### src/sv/tefb_pkg.sv
// Shared types, constants and helpers for the tile edge feather blend unit.
// Depends on nothing; used by tefb_div_pipe and tile_edge_feather_blend_unit.
package tefb_pkg;

    localparam int MAX_TILE   = 4096;
    localparam int CFG_W      = 13;
    localparam int POS_W      = 12;
    localparam int VAL_W      = 32;
    localparam int FRAC_W     = 15;
    localparam int WGT_W      = 17;
    localparam int PROD_W     = VAL_W + WGT_W + 1;
    localparam int SUM_W      = PROD_W + 2;
    localparam int DIV_STEPS  = FRAC_W;
    localparam int ADDR_W     = 5;
    localparam int IN_DATA_W  = 160;
    localparam int OUT_DATA_W = 40;

    localparam logic [WGT_W-1:0]  ONE_Q16  = 17'd65536;
    localparam logic [WGT_W-1:0]  HALF_Q16 = 17'd32768;
    localparam logic [WGT_W-1:0]  RECIP3   = 17'd43691;
    localparam logic [CFG_W-1:0]  MAX_SIZE = CFG_W'(MAX_TILE);

    localparam logic [2:0] REG_TILE_SIZE = 3'd0;
    localparam logic [2:0] REG_LEFT      = 3'd1;
    localparam logic [2:0] REG_RIGHT     = 3'd2;
    localparam logic [2:0] REG_BOTTOM    = 3'd3;
    localparam logic [2:0] REG_TOP       = 3'd4;
    localparam logic [2:0] REG_PRESENT   = 3'd5;
    localparam logic [2:0] REG_ENABLE    = 3'd6;

    localparam logic [7:0] MASK_LL = 8'h19;
    localparam logic [7:0] MASK_LR = 8'h2A;
    localparam logic [7:0] MASK_UL = 8'h45;
    localparam logic [7:0] MASK_UR = 8'h86;

    typedef enum logic [3:0] {
        RGN_NONE   = 4'd0,
        RGN_LEFT   = 4'd1,
        RGN_RIGHT  = 4'd2,
        RGN_TOP    = 4'd3,
        RGN_BOTTOM = 4'd4,
        RGN_LL     = 4'd5,
        RGN_LR     = 4'd6,
        RGN_UL     = 4'd7,
        RGN_UR     = 4'd8
    } t_region;

    typedef struct packed {
        t_region                   region;
        logic                      cblank;
        logic signed [VAL_W-1:0]   c;
        logic signed [VAL_W-1:0]   s;
        logic signed [VAL_W-1:0]   t;
        logic signed [VAL_W-1:0]   g;
        logic        [CFG_W-1:0]   hn;
        logic        [CFG_W-1:0]   hd;
        logic        [CFG_W-1:0]   vn;
        logic        [CFG_W-1:0]   vd;
    } t_item;

    typedef struct packed {
        logic valid;
        logic advance;
    } t_pipe_ctl;

    // one restoring step: {quotient bit, new remainder}
    function automatic logic [CFG_W:0] div_step(input logic [CFG_W-1:0] rem,
                                                input logic [CFG_W-1:0] den);
        logic [CFG_W:0] dbl;
        logic [CFG_W:0] diff;
        dbl  = {rem, 1'b0};
        diff = dbl - {1'b0, den};
        if (dbl >= {1'b0, den}) begin
            div_step = {1'b1, diff[CFG_W-1:0]};
        end else begin
            div_step = {1'b0, dbl[CFG_W-1:0]};
        end
    endfunction

    // floor(x / 3) for x below 2^17
    function automatic logic [WGT_W-1:0] div3(input logic [WGT_W-1:0] x);
        logic [2*WGT_W-1:0] p;
        p = x * RECIP3;
        div3 = p[2*WGT_W-1:WGT_W];
    endfunction

endpackage

### src/sv/tefb_div_pipe.sv
// Pipelined restoring divider: fh = hn*32768/hd and fv = vn*32768/vd, one bit a stage.
// Depends on tefb_pkg; the pixel word rides along with the partial quotients.
module tefb_div_pipe (
    input  logic                           i_clk,
    input  logic                           i_rst_n,
    input  tefb_pkg::t_pipe_ctl            i_ctl,
    input  tefb_pkg::t_item                i_item,
    output logic                           o_valid,
    output tefb_pkg::t_item                o_item,
    output logic [tefb_pkg::FRAC_W-1:0]    o_fh,
    output logic [tefb_pkg::FRAC_W-1:0]    o_fv
);
    import tefb_pkg::*;

    logic              r_valid [DIV_STEPS];
    t_item             r_item  [DIV_STEPS];
    logic [CFG_W-1:0]  r_rh    [DIV_STEPS];
    logic [CFG_W-1:0]  r_rv    [DIV_STEPS];
    logic [FRAC_W-1:0] r_qh    [DIV_STEPS];
    logic [FRAC_W-1:0] r_qv    [DIV_STEPS];

    genvar k;
    generate
        for (k = 0; k < DIV_STEPS; k++) begin : g_step
            logic              p_valid;
            t_item             p_item;
            logic [CFG_W-1:0]  p_rh;
            logic [CFG_W-1:0]  p_rv;
            logic [FRAC_W-1:0] p_qh;
            logic [FRAC_W-1:0] p_qv;
            logic [CFG_W:0]    n_sh;
            logic [CFG_W:0]    n_sv;

            if (k == 0) begin : g_first
                always_comb begin
                    p_valid = i_ctl.valid;
                    p_item  = i_item;
                    p_rh    = i_item.hn;
                    p_rv    = i_item.vn;
                    p_qh    = '0;
                    p_qv    = '0;
                end
            end else begin : g_next
                always_comb begin
                    p_valid = r_valid[k-1];
                    p_item  = r_item[k-1];
                    p_rh    = r_rh[k-1];
                    p_rv    = r_rv[k-1];
                    p_qh    = r_qh[k-1];
                    p_qv    = r_qv[k-1];
                end
            end

            always_comb begin
                n_sh = div_step(p_rh, p_item.hd);
                n_sv = div_step(p_rv, p_item.vd);
            end

            always_ff @(posedge i_clk) begin
                if (!i_rst_n) begin
                    r_valid[k] <= 1'b0;
                end else if (i_ctl.advance) begin
                    r_valid[k] <= p_valid;
                end
                if (i_ctl.advance) begin
                    r_item[k] <= p_item;
                    r_rh[k]   <= n_sh[CFG_W-1:0];
                    r_rv[k]   <= n_sv[CFG_W-1:0];
                    r_qh[k]   <= {p_qh[FRAC_W-2:0], n_sh[CFG_W]};
                    r_qv[k]   <= {p_qv[FRAC_W-2:0], n_sv[CFG_W]};
                end
            end
        end
    endgenerate

    assign o_valid = r_valid[DIV_STEPS-1];
    assign o_item  = r_item[DIV_STEPS-1];
    assign o_fh    = r_qh[DIV_STEPS-1];
    assign o_fv    = r_qv[DIV_STEPS-1];

endmodule

### config.mk
export PLATFORM = sky130hd
export DESIGN_NAME = tefb_div_pipe
export DESIGN_NICKNAME = d
export VERILOG_FILES = /design/src/sv/tefb_pkg.sv /design/src/sv/tefb_div_pipe.sv
export SDC_FILE = /design/constraint.sdc
export NUM_CORES = 2
export LEC_CHECK = 0
export ABC_AREA = 1
export BUFFER_PORTS_ARGS = -buffer_cell sky130_fd_sc_hd__buf_2
export CAP_MARGIN = 5
export CORE_MARGIN = 3
export CORE_UTILIZATION = 44
export DETAILED_ROUTE_END_ITERATION = 12
export GPL_ROUTABILITY_DRIVEN = 0
export HOLD_SLACK_MARGIN = 0.06
export PLACE_DENSITY = 0.72
export SLEW_MARGIN = 20
export SYNTH_ARGS = -nofsm -noshare
export SYNTH_HDL_FRONTEND = slang
export SYNTH_SLANG_ARGS = --single-unit
### constraint.sdc
create_clock -name i_clk -period 3.5 [get_ports i_clk]
set_input_delay 0.525 -clock i_clk [delete_from_list [all_inputs] [get_ports i_clk]]
set_output_delay 0.525 -clock i_clk [all_outputs]
set_load 0.02 [all_outputs]
==> impl_metrics.env <==
export IMPL_synthFlopType="edfxtp_1"
export IMPL_post_route_period_util=0.7346
export IMPL_cts_buffers=345
export IMPL_portBuffers=404
export IMPL_core_um2=304000
export IMPL_cts_sinks=3394
export IMPL_worst_path_buf_inv=2
export IMPL_die_y_um=559.8
export IMPL_total_power_mw=114.4
export IMPL_cp_start_kind="register"
export IMPL_start_util=0.4438
export IMPL_nets=11030
export IMPL_wl_met3_um=11350
export IMPL_setup_viol=0
export IMPL_ys_types=39
export IMPL_final_setup_tns_ns=0
export IMPL_grt_ovfl_total=0
export IMPL_cts_tree="built"
export IMPL_post_cts_resized=0
export IMPL_slowest_delay_ns=0.45
export IMPL_vdd_drop_max_mv=0.4829
export IMPL_cellLeakagePower_nw=63.57
export IMPL_crit_type="register to register"
export IMPL_stdcell_area_um2=155500
export IMPL_cp_end_kind="register"
export IMPL_antenna_found_initial=8
export IMPL_synth_most_common_cell="edfxtp_1"
export IMPL_hold_violations=0
export IMPL_cp_required_ns=4.10
export IMPL_synth_area_leader_cell="edfxtp_1"
export IMPL_grt_pass1_vias=71740
export IMPL_syn_nets=10080
export IMPL_fin_ws_ns=0.9288
export IMPL_fp_row_count=202
export IMPL_clock_latency_ns=0.91
export IMPL_clk_pin_slew_ns=0.06
export IMPL_syn_inst=9479
export IMPL_slowest_stage="edfxtp_1"
export IMPL_crit_path_max_fanout=20
export IMPL_synth_edf_count=3393
export IMPL_max_cap_viol_count=0
export IMPL_postRouteAntennaNets=0
export IMPL_slew_headroom=0.4916
export IMPL_grt_pass1_wl_um=370800
export IMPL_yosys_register_bits=3394
export IMPL_avgSynthCellArea_um2=14.24
export IMPL_drt_total_wl_um=229500
export IMPL_synth_area_leaders="edfxtp_1 (76%), nand2_1 (5.8%), inv_1 (4.2%)"
export IMPL_crit_arrival_ns=3.17
export IMPL_finClkSkew_ns=0.07057
export IMPL_drc=0
export IMPL_slew_violations=0
export IMPL_top_layer_used="met4"
export IMPL_yosysSeqAreaShare=0.7552
export IMPL_drive_gt1_frac=0.1633
export IMPL_status="finished, final reports clean"
export IMPL_fin_crit_ns=2.571
export IMPL_synth_top_area_frac=0.7551
export IMPL_num_vias=71330
export IMPL_syn2layout_area_growth_pct=15.23
export IMPL_grt_max_degree=148
export IMPL_dr_wl_met2_um=115300
export IMPL_final_core_util=0.5114
export IMPL_rsz0062_at_grt="false"
export IMPL_p_per_area_nw_per_um2=735.6
export IMPL_min_path_type="input port to register"
export IMPL_clock_root_buffer="clkbuf_16"
export IMPL_m1WireLength_um=94110
export IMPL_dp_slack_ns=0.7752
export IMPL_worst_slew_pin_slew_ns=0.7627
export IMPL_dpl_hpwl_um=150800
export IMPL_drt_iter0_drc=6207
export IMPL_grt_usage=0.1434
export IMPL_ios=405
export IMPL_cpMostUsedCell="nand2_1"
export IMPL_via_per_inst=4.824
export IMPL_path_cells="inv_1, ha_1, nand2_2, inv_2, nand2_1, nand2_1, a21oi_4, nand3_2, nand2_1, o21ai_2"
export IMPL_fmax_ghz=0.3889
export IMPL_ys_warn_count=0
export IMPL_dieArea_um2=313400
export IMPL_synth_area_um2=134900
export IMPL_cts_htree_levels=5
export IMPL_synthTopCellsByCount="edfxtp_1 (3,393), nand2_1 (2,076), inv_1 (1,526)"
export IMPL_firstDrtPassIters=8
export IMPL_die_w_um=559.8
export IMPL_routedWlPerCell_um=15.52
export IMPL_placed_area_um2=142300
export IMPL_async_flop_share=0
export IMPL_clockBufferDepth=4
export IMPL_path_delay_family="simple AND/OR/NAND/NOR gates"
[stage by stage]
step | hold WS, ns | std cells
detailed placement | 0.4045 | 13970
floorplan | 0.4003 | 9479
global placement | 0.4001 | 13970
global route | 0.07778 | 14780
CTS | 0.09082 | 14780
finish | 0.1248 | 14790
[cells by family after synthesis]
| logic type | Yosys count | share of synthesized area |
|---|---|---|
| compound gates | 335 | 0.01917 |
| xor+xnor | 149 | 0.009671 |
| fa+ha+maj | 416 | 0.04013 |
| buf+inv | 1690 | 0.05095 |
| flops | 3394 | 0.7552 |
| simple gates | 3495 | 0.1249 |
[cell type report]
| type | count | area [um^2] |
|---|---|---|
| fill | 24070 | 148600 |
| clock buffer | 394 | 8817 |
| multi-input combinational | 4395 | 26160 |
| inverter | 1606 | 6028 |
| timing repair buffer | 678 | 4975 |
| sequential | 3394 | 101900 |
| clock inverter | 234 | 2492 |
| antenna | 4 | 10.01 |
| tap | 4080 | 5105 |
[repair_timing]
action                    CTS  global route
setup buffers               0             0
hold endpoints to repair  212             0
hold buffers              187             0
[power by group]
part           internal, mW  switching [mW]
clock network          20.6            15.3
registers              50.5            2.13
logic                  8.86            16.9
[worst paths after layout]
| path | from | to | slack (ns) | cells past startpoint |
|---|---|---|---|---|
| setup reg to reg | r_item[1][563]$_DFFE_PP_ | r_rv[1][54]$_DFFE_PP_ | 0.93 | 10 |
| setup / recovery | r_item[1][563]$_DFFE_PP_ | r_rv[1][54]$_DFFE_PP_ | 0.93 | 10 |
| hold / removal | i_ctl[0] | r_qh[0][95]$_DFFE_PP_ | 0.12 | 1 |
| hold reg to reg | r_item[1][610]$_DFFE_PP_ | r_item[1][795]$_DFFE_PP_ | 0.37 | 0 |
[registers in the layout, indices dropped and copies added, names as in the netlist]
signal	count
r_qv	120
r_valid	15
r_rh	182
r_qh	120
r_rv	182
r_item	2775
[per-layer routing]
| layer | track usage | vias to the layer above |
|---|---|---|
| met2 | 0.2527 | 2275 |
| li1 | - | 34440 |
| met4 | 0.05453 | 0 |
| met1 | 0.1781 | 33960 |
| met5 | 0 | - |
| met3 | 0.02163 | 653 |
[layout by cell type, fill, tap and decap left out, types with 77 or more instances in the layout]
cell,n
edfxtp_1,3393
nand2_1,2076
inv_1,1526
buf_2,403
ha_1,388
nand3_1,384
clkbuf_16,345
nand4_1,276
nor2_1,256
nand2_2,189
dlygate4sd3_1,187
o21ai_2,157
xor2_1,149
nand3_2,122
a21oi_1,118
inv_2,80
clkinv_1,78
nor2_2,77
(Power assumes the default switching activity.)
